$ cat config.mk
export PLATFORM = sky130hd
export DESIGN_NAME = differential_drive_slew_limiter_flat
export DESIGN_NICKNAME = d
export VERILOG_FILES = /design/src/hw/rtl/dsl_pkg.sv /design/src/hw/rtl/dsl_if.sv /design/src/hw/rtl/dsl_divider.sv /design/src/hw/rtl/dsl_slew.sv /design/src/hw/rtl/differential_drive_slew_limiter.sv /design/src/flat_wrapper.sv
export SDC_FILE = /design/constraint.sdc
export NUM_CORES = 1
export LEC_CHECK = 0
export ABC_AREA = 1
export BUFFER_PORTS_ARGS = -buffer_cell sky130_fd_sc_hd__buf_2
export CAP_MARGIN = 40
export CORE_UTILIZATION = 39
export CTS_BUF_LIST = sky130_fd_sc_hd__clkbuf_2
export CTS_CLUSTER_SIZE = 14
export DETAILED_ROUTE_END_ITERATION = 10
export GPL_TIMING_DRIVEN = 0
export RECOVER_POWER = 50
export SLEW_MARGIN = 20
export SYNTH_ARGS = -nofsm -noshare
export SYNTH_HDL_FRONTEND = slang
export SYNTH_SLANG_ARGS = --single-unit
$ cat constraint.sdc
create_clock -name clk -period 10 [get_ports clk]
set_clock_uncertainty 0.2 [all_clocks]
set_input_delay 0.5 -clock clk [delete_from_list [all_inputs] [get_ports clk]]
set_output_delay 0.5 -clock clk [all_outputs]
set_load 0.005 [all_outputs]
$ cat src/hw/rtl/dsl_pkg.sv
// ----------------------------------------------------------------------------
// dsl_pkg
// Shared types, constants and helpers for the differential drive slew limiter.
// ----------------------------------------------------------------------------
package dsl_pkg;

  // Field widths.
  localparam int LEVEL_W   = 16;
  localparam int LIMIT_W   = 15;
  localparam int STEP_W    = 15;
  localparam int MODE_W    = 2;
  localparam int ACTION_W  = 2;
  localparam int CFG_IDX_W = 1;
  localparam int CFG_DATA_W = 15;

  // Divider geometry: a 32-bit dividend, a 16-bit divisor and quotient,
  // two quotient bits per cycle.
  localparam int DIVIDEND_W = 32;
  localparam int DIVISOR_W  = 16;
  localparam int QUOT_W     = 16;
  localparam int DIV_BITS_PER_CYCLE = 2;
  localparam int DIV_ITERS  = QUOT_W / DIV_BITS_PER_CYCLE;
  localparam int DIV_CNT_W  = $clog2(DIV_ITERS);

  // Product of a magnitude and the limit.
  localparam int PROD_W = LEVEL_W + LIMIT_W;

  // Step used when a magnitude falls, and the reset value of the rise step.
  localparam logic [STEP_W-1:0] FALL_STEP       = STEP_W'(25600);
  localparam logic [STEP_W-1:0] RISE_STEP_RESET = STEP_W'(25600);

  // Command kinds.
  typedef enum logic [MODE_W-1:0] {
    MODE_STOP    = 2'd0,
    MODE_VOLTS   = 2'd1,
    MODE_CHAINED = 2'd2,
    MODE_SWING   = 2'd3
  } mode_t;

  // Per-side actions.
  typedef enum logic [ACTION_W-1:0] {
    ACT_DRIVE = 2'd0,
    ACT_BRAKE = 2'd1,
    ACT_HOLD  = 2'd2,
    ACT_KEEP  = 2'd3
  } action_t;

  // Configuration register indexes.
  typedef enum logic [CFG_IDX_W-1:0] {
    CFG_RISE_STEP  = 1'b0,
    CFG_BRAKE_MODE = 1'b1
  } cfg_reg_t;

  // Request from the sequencer to the divider.
  typedef struct packed {
    logic                  start;
    logic [DIVIDEND_W-1:0] dividend;
    logic [DIVISOR_W-1:0]  divisor;
  } div_req_t;

  // Status from the divider back to the sequencer.
  typedef struct packed {
    logic              busy;
    logic              done;
    logic [QUOT_W-1:0] quotient;
  } div_status_t;

  // Magnitude of a signed level; the most negative level maps to 32768.
  function automatic logic [LEVEL_W-1:0] mag(input logic signed [LEVEL_W-1:0] x);
    logic [LEVEL_W-1:0] r;
    r = x[LEVEL_W-1] ? LEVEL_W'(-x) : LEVEL_W'(x);
    return r;
  endfunction

endpackage

$ cat src/hw/rtl/dsl_if.sv
// ----------------------------------------------------------------------------
// dsl_if
// Valid/ready channels for drive commands and for limited drive results.
// ----------------------------------------------------------------------------

// Drive command channel.
interface dsl_cmd_if;
  import dsl_pkg::*;

  logic                       valid;
  logic                       ready;
  logic [MODE_W-1:0]          mode;
  logic signed [LEVEL_W-1:0]  left_target;
  logic signed [LEVEL_W-1:0]  right_target;
  logic [LIMIT_W-1:0]         max_level;

  modport source (output valid, output mode, output left_target,
                  output right_target, output max_level, input ready);
  modport sink   (input valid, input mode, input left_target,
                  input right_target, input max_level, output ready);
endinterface

// Drive result channel.
interface dsl_res_if;
  import dsl_pkg::*;

  logic                       valid;
  logic                       ready;
  logic signed [LEVEL_W-1:0]  left_level;
  logic signed [LEVEL_W-1:0]  right_level;
  logic [ACTION_W-1:0]        left_action;
  logic [ACTION_W-1:0]        right_action;
  logic                       done_res;

  modport source (output valid, output left_level, output right_level,
                  output left_action, output right_action, output done_res,
                  input ready);
  modport sink   (input valid, input left_level, input right_level,
                  input left_action, input right_action, input done_res,
                  output ready);
endinterface

$ cat src/hw/rtl/dsl_divider.sv
// ----------------------------------------------------------------------------
// dsl_divider
// Iterative unsigned restoring divider, two quotient bits per cycle.
// ----------------------------------------------------------------------------
module dsl_divider (
  input  logic                 clk,
  input  logic                 rst,
  input  dsl_pkg::div_req_t    req,
  output dsl_pkg::div_status_t status
);
  import dsl_pkg::*;

  logic                 busy;
  logic                 done;
  logic [DIV_CNT_W-1:0] cnt;
  logic [DIVISOR_W-1:0] rem;
  logic [QUOT_W-1:0]    sh;
  logic [DIVISOR_W-1:0] dvs;

  logic [DIVISOR_W:0]   s1;
  logic [DIVISOR_W:0]   s2;
  logic [QUOT_W-1:0]    sh1;
  logic [QUOT_W-1:0]    sh2;

  // One restoring step: returns the quotient bit over the new remainder.
  function automatic logic [DIVISOR_W:0] div_step(input logic [DIVISOR_W-1:0] r,
                                                  input logic b,
                                                  input logic [DIVISOR_W-1:0] d);
    logic [DIVISOR_W:0] t;
    logic [DIVISOR_W:0] res;
    t = {r, b};
    if (t >= {1'b0, d}) begin
      res = {1'b1, DIVISOR_W'(t - {1'b0, d})};
    end else begin
      res = {1'b0, t[DIVISOR_W-1:0]};
    end
    return res;
  endfunction

  // Two dependent steps per cycle; quotient bits shift in at the bottom.
  always_comb begin
    s1  = div_step(rem, sh[QUOT_W-1], dvs);
    sh1 = {sh[QUOT_W-2:0], s1[DIVISOR_W]};
    s2  = div_step(s1[DIVISOR_W-1:0], sh1[QUOT_W-1], dvs);
    sh2 = {sh1[QUOT_W-2:0], s2[DIVISOR_W]};
  end

  // Control: iteration counter, busy and a one-cycle done pulse.
  always_ff @(posedge clk) begin
    if (rst) begin
      busy <= 1'b0;
      done <= 1'b0;
      cnt  <= '0;
    end else begin
      done <= busy && !req.start && (cnt == DIV_CNT_W'(DIV_ITERS - 1));
      if (req.start) begin
        busy <= 1'b1;
        cnt  <= '0;
      end else if (busy) begin
        cnt <= cnt + 1'b1;
        if (cnt == DIV_CNT_W'(DIV_ITERS - 1)) begin
          busy <= 1'b0;
        end
      end
    end
  end

  // Datapath. The upper dividend half is below the divisor, so the
  // remainder starts there and the quotient fits the lower half.
  always_ff @(posedge clk) begin
    if (req.start) begin
      rem <= req.dividend[DIVIDEND_W-1:QUOT_W];
      sh  <= req.dividend[QUOT_W-1:0];
      dvs <= req.divisor;
    end else if (busy) begin
      rem <= s2[DIVISOR_W-1:0];
      sh  <= sh2;
    end
  end

  assign status.busy     = busy;
  assign status.done     = done;
  assign status.quotient = sh;

  // A new division never starts on top of one in flight.
  a_no_restart: assert property (@(posedge clk) disable iff (rst)
    req.start |-> !busy)
    else $error("divider started while busy");

  // The last iteration is always followed by the done pulse.
  a_done_after_last: assert property (@(posedge clk) disable iff (rst)
    (busy && !req.start && cnt == DIV_CNT_W'(DIV_ITERS - 1)) |=> done)
    else $error("divider missed its done pulse");

  // Done is only reported once the unit has gone idle.
  a_done_idle: assert property (@(posedge clk) disable iff (rst)
    done |-> !busy)
    else $error("divider done while still busy");

endmodule

$ cat src/hw/rtl/dsl_slew.sv
// ----------------------------------------------------------------------------
// dsl_slew
// Slew limiter for one side: moves the current level toward the target by at
// most one step, with the full fall step whenever the magnitude drops.
// ----------------------------------------------------------------------------
module dsl_slew (
  input  logic signed [dsl_pkg::LEVEL_W-1:0] target,
  input  logic signed [dsl_pkg::LEVEL_W-1:0] current,
  input  logic        [dsl_pkg::STEP_W-1:0]  rise_step,
  output logic signed [dsl_pkg::LEVEL_W-1:0] level
);
  import dsl_pkg::*;

  localparam int EXT_W = LEVEL_W + 2;

  logic [STEP_W-1:0]      step;
  logic signed [EXT_W-1:0] cur_x;
  logic signed [EXT_W-1:0] tgt_x;
  logic signed [EXT_W-1:0] step_x;
  logic signed [EXT_W-1:0] up;
  logic signed [EXT_W-1:0] dn;

  // Step choice: fall step when the magnitude drops or the rise step is zero.
  always_comb begin
    if (rise_step == '0 || mag(current) > mag(target)) begin
      step = FALL_STEP;
    end else begin
      step = rise_step;
    end
  end

  // Window around the current level.
  always_comb begin
    cur_x  = EXT_W'(current);
    tgt_x  = EXT_W'(target);
    step_x = signed'({{(EXT_W-STEP_W){1'b0}}, step});
    up     = cur_x + step_x;
    dn     = cur_x - step_x;
  end

  // Clamp the target into the window; the result lies between current and
  // target, so it always fits the level width.
  always_comb begin
    priority if (tgt_x > up) begin
      level = up[LEVEL_W-1:0];
    end else if (tgt_x < dn) begin
      level = dn[LEVEL_W-1:0];
    end else begin
      level = target;
    end
  end

endmodule

$ cat src/hw/rtl/differential_drive_slew_limiter.sv
// ----------------------------------------------------------------------------
// differential_drive_slew_limiter
// Scales a left/right drive command into the command's limit, slew-limits
// each side against the last applied level and reports per-side actions.
// ----------------------------------------------------------------------------
// A command is taken only while the sequencer is idle and is then worked one
// side at a time. A stop or a swing with both sides nonzero goes from the
// transfer straight to the write state. Each driven side passes the prep and
// slew states; when its targets must be scaled into the limit, the multiply in
// prep is followed by the start and divide states, which wait on the shared
// divider at two quotient bits per cycle. The worst case is two scaled sides.
// The result sits in an output register, so the next command may be taken
// while it waits. Levels are signed, in 1/128 percent. The brake_mode index
// is accepted on the configuration port but not stored here; brake actions
// only mark where it takes effect.
// ----------------------------------------------------------------------------
module differential_drive_slew_limiter (
  input  logic                                 clk,
  input  logic                                 rst,
  input  logic                                 cfg_we,
  input  logic [dsl_pkg::CFG_IDX_W-1:0]        cfg_addr,
  input  logic [dsl_pkg::CFG_DATA_W-1:0]       cfg_data,
  dsl_cmd_if.sink                              cmd,
  dsl_res_if.source                            res
);
  import dsl_pkg::*;

  typedef enum logic [5:0] {
    S_IDLE  = 6'b000001,
    S_PREP  = 6'b000010,
    S_START = 6'b000100,
    S_DIV   = 6'b001000,
    S_SLEW  = 6'b010000,
    S_WRITE = 6'b100000
  } state_t;

  state_t state;
  state_t state_next;

  // Configuration.
  logic [STEP_W-1:0] rise_step;

  // Kept levels.
  logic signed [LEVEL_W-1:0] last_left;
  logic signed [LEVEL_W-1:0] last_right;

  // Command working registers.
  logic                      stop_cmd;
  logic signed [LEVEL_W-1:0] lt_r;
  logic signed [LEVEL_W-1:0] rt_r;
  logic [LIMIT_W-1:0]        lim_r;
  logic [LEVEL_W-1:0]        peak_r;
  logic                      side;
  logic                      also_right;
  logic                      neg_r;
  logic [PROD_W-1:0]         prod;
  logic signed [LEVEL_W-1:0] scaled;
  logic signed [LEVEL_W-1:0] lo_w;
  logic signed [LEVEL_W-1:0] ro_w;
  logic [ACTION_W-1:0]       la_w;
  logic [ACTION_W-1:0]       ra_w;
  logic                      done_w;

  // Output register.
  logic                      res_valid;
  logic signed [LEVEL_W-1:0] res_left;
  logic signed [LEVEL_W-1:0] res_right;
  logic [ACTION_W-1:0]       res_la;
  logic [ACTION_W-1:0]       res_ra;
  logic                      res_done;

  // Combinational helpers.
  logic                      cmd_xfer;
  logic                      res_xfer;
  logic                      res_free;
  logic [LEVEL_W-1:0]        lt_mag;
  logic [LEVEL_W-1:0]        rt_mag;
  logic                      need_scale;
  logic signed [LEVEL_W-1:0] side_target;
  logic signed [LEVEL_W-1:0] cur_lvl;
  logic signed [LEVEL_W-1:0] slew_out;
  logic signed [LEVEL_W-1:0] quot_s;

  div_req_t    div_req;
  div_status_t div_st;

  assign cmd_xfer   = cmd.valid && cmd.ready;
  assign res_xfer   = res_valid && res.ready;
  assign res_free   = !res_valid || res.ready;
  assign lt_mag     = mag(cmd.left_target);
  assign rt_mag     = mag(cmd.right_target);
  assign need_scale = peak_r > {1'b0, lim_r};
  assign side_target = side ? rt_r : lt_r;
  assign cur_lvl    = side ? last_right : last_left;
  assign quot_s     = signed'(div_st.quotient);

  assign cmd.ready = (state == S_IDLE) && !rst;

  // Shared divider and slew unit.
  assign div_req.start    = (state == S_START);
  assign div_req.dividend = DIVIDEND_W'(prod);
  assign div_req.divisor  = peak_r;

  dsl_divider u_div (
    .clk    (clk),
    .rst    (rst),
    .req    (div_req),
    .status (div_st)
  );

  dsl_slew u_slew (
    .target    (scaled),
    .current   (cur_lvl),
    .rise_step (rise_step),
    .level     (slew_out)
  );

  // Sequencer next state.
  always_comb begin
    state_next = state;
    unique case (state)
      S_IDLE: begin
        if (cmd_xfer) begin
          if (cmd.mode == MODE_STOP ||
              (cmd.mode == MODE_SWING && cmd.left_target != '0 &&
               cmd.right_target != '0)) begin
            state_next = S_WRITE;
          end else begin
            state_next = S_PREP;
          end
        end
      end
      S_PREP:  state_next = need_scale ? S_START : S_SLEW;
      S_START: state_next = S_DIV;
      S_DIV: begin
        if (div_st.done) begin
          state_next = S_SLEW;
        end
      end
      S_SLEW:  state_next = (!side && also_right) ? S_PREP : S_WRITE;
      S_WRITE: begin
        if (res_free) begin
          state_next = S_IDLE;
        end
      end
      default: state_next = S_IDLE;
    endcase
  end

  // Control registers: state, configuration, kept levels, result valid.
  always_ff @(posedge clk) begin
    if (rst) begin
      state      <= S_IDLE;
      rise_step  <= RISE_STEP_RESET;
      last_left  <= '0;
      last_right <= '0;
      res_valid  <= 1'b0;
    end else begin
      state <= state_next;
      if (cfg_we && cfg_addr == CFG_RISE_STEP) begin
        rise_step <= cfg_data[STEP_W-1:0];
      end
      if (state == S_WRITE && res_free) begin
        res_valid <= 1'b1;
        if (!stop_cmd) begin
          last_left  <= lo_w;
          last_right <= ro_w;
        end
      end else if (res_xfer) begin
        res_valid <= 1'b0;
      end
    end
  end

  // Command decode and per-side working datapath.
  always_ff @(posedge clk) begin
    unique case (state)
      S_IDLE: begin
        if (cmd_xfer) begin
          lt_r     <= cmd.left_target;
          rt_r     <= cmd.right_target;
          lim_r    <= cmd.max_level;
          peak_r   <= (lt_mag > rt_mag) ? lt_mag : rt_mag;
          stop_cmd <= (cmd.mode == MODE_STOP);
          unique case (cmd.mode)
            MODE_STOP: begin
              la_w       <= ACT_BRAKE;
              ra_w       <= ACT_BRAKE;
              lo_w       <= '0;
              ro_w       <= '0;
              done_w     <= 1'b1;
              side       <= 1'b0;
              also_right <= 1'b0;
            end
            MODE_VOLTS, MODE_CHAINED: begin
              la_w       <= ACT_DRIVE;
              ra_w       <= ACT_DRIVE;
              lo_w       <= '0;
              ro_w       <= '0;
              done_w     <= (cmd.mode == MODE_CHAINED);
              side       <= 1'b0;
              also_right <= 1'b1;
            end
            MODE_SWING: begin
              done_w     <= 1'b0;
              also_right <= 1'b0;
              priority if (cmd.right_target == '0) begin
                la_w <= ACT_DRIVE;
                ra_w <= ACT_HOLD;
                lo_w <= '0;
                ro_w <= '0;
                side <= 1'b0;
              end else if (cmd.left_target == '0) begin
                la_w <= ACT_HOLD;
                ra_w <= ACT_DRIVE;
                lo_w <= '0;
                ro_w <= '0;
                side <= 1'b1;
              end else begin
                la_w <= ACT_KEEP;
                ra_w <= ACT_KEEP;
                lo_w <= last_left;
                ro_w <= last_right;
                side <= 1'b0;
              end
            end
            default: begin
              la_w       <= ACT_KEEP;
              ra_w       <= ACT_KEEP;
              lo_w       <= '0;
              ro_w       <= '0;
              done_w     <= 1'b0;
              side       <= 1'b0;
              also_right <= 1'b0;
            end
          endcase
        end
      end
      S_PREP: begin
        prod   <= PROD_W'(mag(side_target)) * PROD_W'(lim_r);
        neg_r  <= side_target[LEVEL_W-1];
        scaled <= side_target;
      end
      S_START: begin
      end
      S_DIV: begin
        if (div_st.done) begin
          scaled <= neg_r ? -quot_s : quot_s;
        end
      end
      S_SLEW: begin
        if (side) begin
          ro_w <= slew_out;
        end else begin
          lo_w <= slew_out;
        end
        if (!side && also_right) begin
          side <= 1'b1;
        end
      end
      S_WRITE: begin
      end
      default: begin
      end
    endcase
  end

  // Result register, loaded as the sequencer finishes.
  always_ff @(posedge clk) begin
    if (state == S_WRITE && res_free) begin
      res_left  <= lo_w;
      res_right <= ro_w;
      res_la    <= la_w;
      res_ra    <= ra_w;
      res_done  <= done_w;
    end
  end

  assign res.valid        = res_valid;
  assign res.left_level   = res_left;
  assign res.right_level  = res_right;
  assign res.left_action  = res_la;
  assign res.right_action = res_ra;
  assign res.done_res     = res_done;

  // The divider only reports a quotient while the sequencer waits for it.
  a_div_done_waited: assert property (@(posedge clk) disable iff (rst)
    div_st.done |-> state == S_DIV)
    else $error("quotient arrived outside the divide wait");

  // Kept levels change only when a result is written.
  a_last_stable: assert property (@(posedge clk) disable iff (rst)
    (state != S_WRITE) |=> ($stable(last_left) && $stable(last_right)))
    else $error("kept level changed outside result write");

  // The slewed level lies between the current level and the target.
  a_slew_between: assert property (@(posedge clk) disable iff (rst)
    (state == S_SLEW) |->
      ((slew_out >= scaled && slew_out <= cur_lvl) ||
       (slew_out <= scaled && slew_out >= cur_lvl)))
    else $error("slew output outside current-target window");

endmodule
$ cat src/flat_wrapper.sv
// flat-port wrapper written by rule: the top's interface ports become plain ports
module differential_drive_slew_limiter_flat import dsl_pkg::*;
  (clk, rst, cfg_we, cfg_addr, cfg_data, cmd_valid, cmd_mode, cmd_left_target, cmd_right_target, cmd_max_level, cmd_ready, res_valid, res_left_level, res_right_level, res_left_action, res_right_action, res_done_res, res_ready);
  dsl_cmd_if cmd_i ();
  dsl_res_if res_i ();
  input  logic clk;
  input  logic rst;
  input  logic cfg_we;
  input  logic [dsl_pkg::CFG_IDX_W-1:0] cfg_addr;
  input  logic [dsl_pkg::CFG_DATA_W-1:0] cfg_data;
  input wire logic [$bits(cmd_i.valid)-1:0] cmd_valid;
  input wire logic [$bits(cmd_i.mode)-1:0] cmd_mode;
  input wire logic [$bits(cmd_i.left_target)-1:0] cmd_left_target;
  input wire logic [$bits(cmd_i.right_target)-1:0] cmd_right_target;
  input wire logic [$bits(cmd_i.max_level)-1:0] cmd_max_level;
  output wire logic [$bits(cmd_i.ready)-1:0] cmd_ready;
  output wire logic [$bits(res_i.valid)-1:0] res_valid;
  output wire logic [$bits(res_i.left_level)-1:0] res_left_level;
  output wire logic [$bits(res_i.right_level)-1:0] res_right_level;
  output wire logic [$bits(res_i.left_action)-1:0] res_left_action;
  output wire logic [$bits(res_i.right_action)-1:0] res_right_action;
  output wire logic [$bits(res_i.done_res)-1:0] res_done_res;
  input wire logic [$bits(res_i.ready)-1:0] res_ready;
  assign cmd_i.valid = cmd_valid;
  assign cmd_i.mode = cmd_mode;
  assign cmd_i.left_target = cmd_left_target;
  assign cmd_i.right_target = cmd_right_target;
  assign cmd_i.max_level = cmd_max_level;
  assign cmd_ready = cmd_i.ready;
  assign res_valid = res_i.valid;
  assign res_left_level = res_i.left_level;
  assign res_right_level = res_i.right_level;
  assign res_left_action = res_i.left_action;
  assign res_right_action = res_i.right_action;
  assign res_done_res = res_i.done_res;
  assign res_i.ready = res_ready;
  differential_drive_slew_limiter u_core (.clk(clk), .rst(rst), .cfg_we(cfg_we), .cfg_addr(cfg_addr), .cfg_data(cfg_data), .cmd(cmd_i), .res(res_i));
endmodule
Word-level counts from Yosys, hierarchy flattened
Index checks and enable logic that the tools add are counted.

cells by class
  add/sub/neg operators = 11
  $mul = 1
  order comparisons = 7
  equal/unequal tests = 16
  mux-type cells = 58
  bitwise gates (word level) = 2
  reduce and logical (&&, ||, !) cells = 38

operator list
  cell                  number
  $mux W16              22
  $pmux W16 S2          5
  $neg A16 Y16          6
  $mux W15              3
  $pmux W6 S6           1
  $ge A17 B16 Y1        2
  $mux W17              2
  $gt A16 B16 Y1        2
  $logic_not A16 Y1     2
  $reduce_bool A16 Y1   2
  $sub A16 B16 Y16      2
  $mul A16 B15 Y31      1
  $mux W6               5
  $add A16 B16 Y17      1
  $gt A16 B17 Y1        1
  $lt A16 B17 Y1        1
  $sub A16 B16 Y17      1
  $gt A16 B15 Y1        1
  $logic_not A15 Y1     1
  $pmux W2 S3           2
  $reduce_and A3 Y1     4
  $logic_and A1 B1 Y1   10
  $mux W1               10
  $ne A2 B1 Y1 const B  4
  other kinds (23)      42

storage, ports and cells
  flip-flop bits (word level) = 295
  input bits = 70
  output and inout port bits = 39

Longest topological paths before layout
Gate-level depths: netlist of the first run.

  word-level depth = 12
  gate-level depth with buffers = 50
  gate-level depth less buffers = 48

By module
Synthesis of the first run repeated with hierarchy kept, for this count alone.

second synthesis, totals
  cell total of the unflattened synthesis = 3557
  area, all modules = 28044.4 sq um

modules (own cells, without submodules)
  module                           instances  cells each  area each (sq um)  sequential area each (sq um)
  differential_drive_slew_limiter  1          2210        19283.5            6666.4
  dsl_divider                      1          579         4449.3             1541.5
  dsl_slew                         1          768         4311.6             0.0

Least setup slack after synthesis of the first run
No wires, ideal clock.

  path type = input to register
  start = input rst
  end = register u_core.lo_w[0] (enable)
  library setup time = 394 ps
  arrival time = 7143 ps
  data required time = 9406 ps
  path slack = 2263 ps
  stages = 6
  buffers on the path = 1
  path through = clkbuf_1 -> nor3b_1 -> nor2_1 -> inv_1 -> nand2_1 -> a21oi_1

on the way
  cells in the longest elaborated chain, start to end = 5

ends and longest elaborated chain
  item                                line                                    text
  from (decl)                         flat_wrapper.sv:7                       input logic rst;
  $logic_not A1 Y1                    differential_drive_slew_limiter.sv:97   assign cmd.ready = (state == S_IDLE) && !rst;
  $logic_and A1 B1 Y1                 differential_drive_slew_limiter.sv:97
  $logic_and A1 B1 Y1                 differential_drive_slew_limiter.sv:87   assign cmd_xfer = cmd.valid && cmd.ready;
  $ne A2 B1 Y1 (no source line)       n/a
  $reduce_and A3 Y1 (no source line)  n/a
  to (signal assigned)                differential_drive_slew_limiter.sv:222  lo_w <= last_left;
  to (signal assigned)                differential_drive_slew_limiter.sv:255  lo_w <= slew_out;
  to (decl)                           differential_drive_slew_limiter.sv:58   logic signed [LEVEL_W-1:0] lo_w;

Every way passes these cells.
A chain may end at the register's enable or synchronous reset.

Final worst setup path of the first run
  start = register u_core.side
  end = register u_core.prod[26] (data pin)

on the way
  cells in the longest elaborated chain, start to end = 4

ends and longest elaborated chain
  item                    line                                    text
  from (decl)             differential_drive_slew_limiter.sv:53   logic side;
  from (signal assigned)  differential_drive_slew_limiter.sv:192  side <= 1'b0;
  from (signal assigned)  differential_drive_slew_limiter.sv:201  side <= 1'b0;
  from (signal assigned)  differential_drive_slew_limiter.sv:212  side <= 1'b0;
  $mux W16 *              differential_drive_slew_limiter.sv:93   assign side_target = side ? rt_r : lt_r;
  $neg A16 Y16            dsl_pkg.sv:71                           r = x[LEVEL_W-1] ? LEVEL_W'(-x) : LEVEL_W'(x);
  $mux W16 *              dsl_pkg.sv:71
  $mul A16 B15 Y31 *      differential_drive_slew_limiter.sv:240  prod <= PROD_W'(mag(side_target)) * PROD_W'(lim_r);
  to (signal assigned)    differential_drive_slew_limiter.sv:240
  to (decl)               differential_drive_slew_limiter.sv:56   logic [PROD_W-1:0] prod;

Mark *: on every way between the ends. The rest lies on a longest branch, timed or not.

==> impl_metrics.env, run 1 <==
export IMPL_cts_sinks=293
export IMPL_ys_async_sr_fraction_pct=0
export IMPL_cts_resized_gates=0
export IMPL_drt_initial_drc_count=1586
export IMPL_number_of_iterations_in_the_first_detailed_routing_pass=6
export IMPL_cts_tree="built"
export IMPL_relSlewSlack_pct=-24.6
export IMPL_initial_utilization_pct=39.7
export IMPL_worst_endpoint_required_ps=10540
export IMPL_num_io_pins=109
export IMPL_cts_reportedPaths_clkPinSlew_ps=100
export IMPL_min_delay_start="cmd_max_level[13]"
export IMPL_synth_largest_type_area_fraction_pct=26.0
export IMPL_synth_cells=3317
export IMPL_detailedPlacementHpwl_um=65100
export IMPL_critical_path_max_fanout=10
export IMPL_critPathMostFrequentCell="nand2_1"
export IMPL_numCtsBuffers=77
export IMPL_fp_dieArea_um2=70000
export IMPL_synthTopCellsByCount="nand2_1 (748), inv_1 (541), nor2_1 (297)"
export IMPL_dr_total_vias=23400
export IMPL_timing_critical_path_from="u_core.side"
export IMPL_critPathSlowestCell="fa_1"
export IMPL_grt_pass1_wl_um=128000
export IMPL_die_width_um=265
export IMPL_design_core_area_um2=67600
export IMPL_final_min_clock_period_ps=9400
export IMPL_synthDominantAreaCellType="edfxtp_1"
export IMPL_chipHeight_um=265
export IMPL_clk_path_buf_depth=3
export IMPL_worst_pin_slew_ps=1850
export IMPL_endpoint_kind="flop"
export IMPL_criticalPathCategory="flop to flop"
export IMPL_synthMostInstantiatedCell="nand2_1"
export IMPL_netlist_area_um2=26900
export IMPL_grt_setup_unrepaired="false"
export IMPL_worst_path_largest_cell_delay_ps=540
export IMPL_worstReg2RegStart="u_core.side"
export IMPL_largest_register_ffs=31
export IMPL_std_cell_rows=95
export IMPL_final_period_utilization_pct=94.0
export IMPL_routed_wirelength_um=81700
export IMPL_cp_data_arrival_time_ps=9940
export IMPL_final_setup_viol_count=0
export IMPL_final_layout_size_suffix_gt1_share_pct=7.86
export IMPL_gp_routability_congestion=0.928
export IMPL_clock_root_buffer="clkbuf_2"
export IMPL_startpoint_type="flop"
export IMPL_area_overhead_vs_synth_pct=13.9
export IMPL_cap_violations=2
export IMPL_clkLatencyLatePin_ps=1020
export IMPL_synth_distinct_cells=56
export IMPL_largest_register="u_core.prod"
export IMPL_portBuffers=107
export IMPL_post_cts_hold_buffer_count=129
export IMPL_globalRouteOverflowTotal=0
export IMPL_final_setup_worst_slack_ps=604
export IMPL_pre_cts_ws_ps=715
export IMPL_via_per_inst=5.10
export IMPL_syn_nets=3820
export IMPL_flop_and_latch_count_out_of_synthesis=293
export IMPL_first_global_vias=23500
export IMPL_ys_seq_area_share_pct=30.5
export IMPL_cpLargestDelayFamily="adder cells"
export IMPL_kind_of_path_behind_the_tightest_hold_check="input port to flop"
export IMPL_fmaxAchievable_mhz=106
export IMPL_synthesis_area_per_instance_um2=8.10
export IMPL_groute_usage_overall_pct=23.5
export IMPL_clock_tree_htree_level_count=3
export IMPL_count_of_flip_flops_with_a_built_in_enable_after_synthesis=233
export IMPL_route_detailed_drc=0
export IMPL_nNetsFinal=4152
export IMPL_failing_checks="capacitance limit, slew limit"
export IMPL_critical_path_n_buffers_inverters=6
export IMPL_grt_max_degree=32
export IMPL_outcome="finished with violations"
export IMPL_avgRoutedWirePerCell_um=17.8
export IMPL_synth_top_flop_cell="edfxtp_1"
export IMPL_antenna_left=0
export IMPL_cts_repair_timing_setup_buffer_count=0
export IMPL_final_hold_viol_count=0
export IMPL_slew_viol_final=11
export IMPL_number_of_antenna_violations_at_the_first_check_in_global_routing=3
export IMPL_ys_warn_count=0
export IMPL_synth_area_leaders="edfxtp_1 (26%), fa_1 (14%), ha_1 (12%), nand2_1 (10%), inv_1 (7.6%)"
-- final timing paths --
check,end,slack (ps),cells past startpoint
setup / recovery,u_core.prod[26],600,33
hold / removal,u_core.lim_r[13],90,2
setup reg to reg,u_core.prod[26],600,33
hold reg to reg,u_core.res.right_action[0],230,0
-- per-stage QoR --
stage | hold slack [ps] | TNS (ps) | instances | instance area (µm²) | util [%]
after floorplan | 200 | 0 | 3317 | 26900 | -
after global placement | 204 | -31140 | 4297 | 28500 | 42.1
after detailed placement | 205 | 0 | 4314 | 28700 | 42.4
after CTS | 3.75 | 0 | 4586 | 30700 | 45.4
after global routing | 11.8 | 0 | 4590 | 30600 | 45.3
final | 93.7 | 0 | 4591 | 30600 | 45.3
-- placed cells by master, fill, tap and decap left out, drive strengths merged, types with 2 or more instances in the layout --
cell type	n
nor3b	2
diode	5
ha	249
dlygate4sd3	129
nand3b	11
buf	92
nor2	314
nor4	13
clkinvlp	2
or2	26
xnor2	33
a21oi	193
o21a	6
nand2	760
o21bai	7
o21ai	186
fa	184
edfxtp	233
a21boi	3
clkbuf	230
nand4	44
a31oi	9
a21o	9
inv	556
and2	2
o211ai	11
o22ai	3
nand3	181
clkinv	29
nor3	29
dfxtp	60
o31ai	4
bufinv	2
xor2	92
-- worst reg2reg max path: cells and delay by family, from the launching register on --
kind,cells,cell delay [ps]
adders and majority gates,8,3640
AOI/OAI and AO/OA,4,980
and+or+nand+nor,15,2310
buffers and inverters,6,1610
DFF,1,500
-- metal layers --
| layer | GRT usage, % | vias to the layer above | part of all wire [%] | wire [µm] |
|---|---|---|---|---|
| li1 | - | 11400 | - | - |
| met1 | 30.2 | 11100 | 43 | 35200 |
| met2 | 40.1 | 795 | 48 | 39100 |
| met3 | 2.99 | 169 | 5.4 | 4400 |
| met4 | 9.41 | 0 | 3.8 | 3120 |
| met5 | 0 | - | 0 | 0 |
-- cells by family after synthesis --
| kind of cell | share of synthesized area, % |
|---|---|
| compound gates | 8.87 |
| mux | 0.0372 |
| fa+ha+maj | 25.3 |
| xor+xnor | 4.07 |
| simple gates | 22.0 |
| flops | 30.5 |
| buf+inv | 9.27 |
-- final cells by class --
type / count / area (µm²)
diodes: 5 / 12.5
plain buffers: 87 / 393
clock buffers: 111 / 556
clock inverters: 32 / 205
fillers: 6738 / 37000
inverters: 557 / 2090
multi-input cells: 2380 / 16200
flip-flops and latches: 293 / 8200
well taps: 873 / 1090
repair buffers: 253 / 1880
Power of run 1 is not shown: default switching activity piles up to over one toggle a cycle in this logic, so the estimate is an artifact.
==> run 2, diff against run 1 <==
--- a/config.mk
+++ b/config.mk
@@ -15,2 +15,3 @@
 export GPL_TIMING_DRIVEN = 0
+export PLACE_DENSITY = 0.66
 export RECOVER_POWER = 50
--- a/constraint.sdc
+++ b/constraint.sdc
@@ -4,2 +4,2 @@
 set_output_delay 0.5 -clock clk [all_outputs]
-set_load 0.005 [all_outputs]
+set_load 0.1 [all_outputs]
==> run 2 against run 1 <==
Critical path depth did not move. Flip-flop and latch count unchanged. Count of clock-buffer cells in the layout down 11. First-iteration DRC count increased by 18%. Utilization is 0.068 points higher. Non-clock buffer count grew 11. Final cell count hardly changed. Die area is the same. Design area up 0.15%. Register-to-register slack hardly changed. The flow still finishes with violations (capacitance limit, slew limit).
==> impl_metrics.env, run 2 (synthesis results as in run 1) <==
export IMPL_most_common_layout_cells="nand2_1 (747), inv_1 (543), nor2_1 (297), ha_1 (249), edfxtp_1 (233)"
export IMPL_numCtsBuffers=75
export IMPL_cts_sinks=293
export IMPL_clk_path_buf_depth=3
export IMPL_std_cell_rows=95
export IMPL_cpLargestDelayFamily="adder cells"
export IMPL_worst_endpoint_required_ps=10610
export IMPL_mostFrequentLayoutCell="nand2_1"
export IMPL_relSlewSlack_pct=-30.2
export IMPL_r2r_cells=33
export IMPL_placedInstanceArea_um2=28700
export IMPL_slew_viol_final=11
export IMPL_worst_pin_slew_ps=1940
export IMPL_fp_dieArea_um2=70000
export IMPL_final_design_area_no_fill_um2=30700
export IMPL_number_of_antenna_violations_at_the_first_check_in_global_routing=1
export IMPL_criticalPathCategory="flop to flop"
export IMPL_portBuffers=107
export IMPL_avgRoutedWirePerCell_um=17.4
export IMPL_critical_path_max_fanout=10
export IMPL_critPathSlowestCell="fa_1"
export IMPL_via_per_inst=5.15
export IMPL_fmaxAchievable_mhz=106
export IMPL_clkLatencyLatePin_ps=1070
export IMPL_number_of_iterations_in_the_first_detailed_routing_pass=7
export IMPL_pre_cts_ws_ps=752
export IMPL_final_setup_viol_count=0
export IMPL_critPathMostFrequentCell="nand2_1"
export IMPL_cts_tree="built"
export IMPL_globalRouteOverflowTotal=0
export IMPL_detailedPlacementHpwl_um=62700
export IMPL_dr_total_vias=23600
export IMPL_groute_usage_overall_pct=22.9
export IMPL_grt_setup_unrepaired="false"
export IMPL_startpoint_type="flop"
export IMPL_die_width_um=265
export IMPL_worstReg2RegStart="u_core.side"
export IMPL_largest_register_ffs=31
export IMPL_kind_of_path_behind_the_tightest_hold_check="input port to flop"
export IMPL_clock_root_buffer="clkbuf_2"
export IMPL_failing_checks="capacitance limit, slew limit"
export IMPL_chipHeight_um=265
export IMPL_grt_max_degree=32
export IMPL_fillers=6647
export IMPL_cts_resized_gates=0
export IMPL_gp_routability_congestion=0.987
export IMPL_min_delay_start="cmd_left_target[6]"
export IMPL_final_setup_worst_slack_ps=610
export IMPL_area_overhead_vs_synth_pct=14.0
export IMPL_final_hold_viol_count=0
export IMPL_first_global_vias=23600
export IMPL_largest_register="u_core.prod"
export IMPL_cts_reportedPaths_clkPinSlew_ps=120
export IMPL_grt_pass1_wl_um=126000
export IMPL_final_layout_size_suffix_gt1_share_pct=7.48
export IMPL_num_io_pins=109
export IMPL_tns_ps=0
export IMPL_timing_hold_worst_endpoint="u_core.lt_r[6]"
export IMPL_critical_path_n_buffers_inverters=6
export IMPL_cap_violations=1
export IMPL_clock_tree_htree_level_count=3
export IMPL_setup_reg_to_reg_worst_slack_ps=610
export IMPL_nNetsFinal=4161
export IMPL_antenna_left=0
export IMPL_drt_initial_drc_count=1869
export IMPL_design_core_area_um2=67600
export IMPL_worst_path_largest_cell_delay_ps=550
export IMPL_routed_wirelength_um=79800
export IMPL_initial_utilization_pct=39.7
export IMPL_route_detailed_drc=0
export IMPL_outcome="finished with violations"
export IMPL_hold_path_cells=2
export IMPL_endpoint_kind="flop"
export IMPL_final_min_clock_period_ps=9390
export IMPL_cp_data_arrival_time_ps=10000
export IMPL_cts_repair_timing_setup_buffer_count=0
export IMPL_post_cts_hold_buffer_count=140
export IMPL_final_period_utilization_pct=93.9
export IMPL_worst_r2r_endpoint="u_core.prod[26]"
-- run 2: area by class of cell --
type	count	area (µm²)	area share [%]
multi-input combinational	2380	16200	52.8
sequential	293	8200	26.7
inverter	557	2090	6.82
timing repair buffer	264	1970	6.43
tap	873	1090	3.56
clock buffer	100	500	1.63
buffer	87	393	1.28
clock inverter	35	221	0.722
antenna	1	2.50	0.00816
-- run 2: how the worst max path moves through the flow --
stage           startpoint              end  slack [ps]  cells after the start
2_1_floorplan          rst   u_core.lo_w[0]        2260                      6
6_report       u_core.side  u_core.prod[26]         610                     33
5_1_grt        u_core.side  u_core.prod[26]         140                     33
3_5_place_dp   u_core.side  u_core.prod[26]         750                     33
4_1_cts        u_core.side  u_core.prod[26]         750                     33
3_3_place_gp           rst  u_core.lo_w[13]        -900                      6
-- run 2: worst register-to-register path: cells and delay by family (launching register included) --
| family | cells | cell delay (ps) |
|---|---|---|
| buffers and inverters | 6 | 1580 |
| AND/OR/NAND/NOR | 15 | 2230 |
| AO/OA/AOI/OAI | 4 | 940 |
| flip-flops | 1 | 520 |
| adder cells (fa/ha/maj) | 8 | 3700 |
-- run 2: per-layer routing --
metal	share of wire (%)	global-route usage, %	vias to the layer above	wire length (µm)
li1	-	-	11400	-
met1	42	28.7	11100	33500
met2	48	39.8	886	38600
met3	6.2	3.15	171	4930
met4	3.6	8.63	0	2860
met5	0	0	-	0
-- run 2: metrics by stage --
stage          utilization, %  instances  hold WS, ps
2_1_floorplan               -       3317          200
3_3_place_gp             42.1       4297          205
3_5_place_dp             42.4       4314          208
4_1_cts                  45.6       4589         12.4
5_1_grt                  45.3       4590          164
6_report                 45.3       4590          201
Power of run 2 is left out for the same reason.
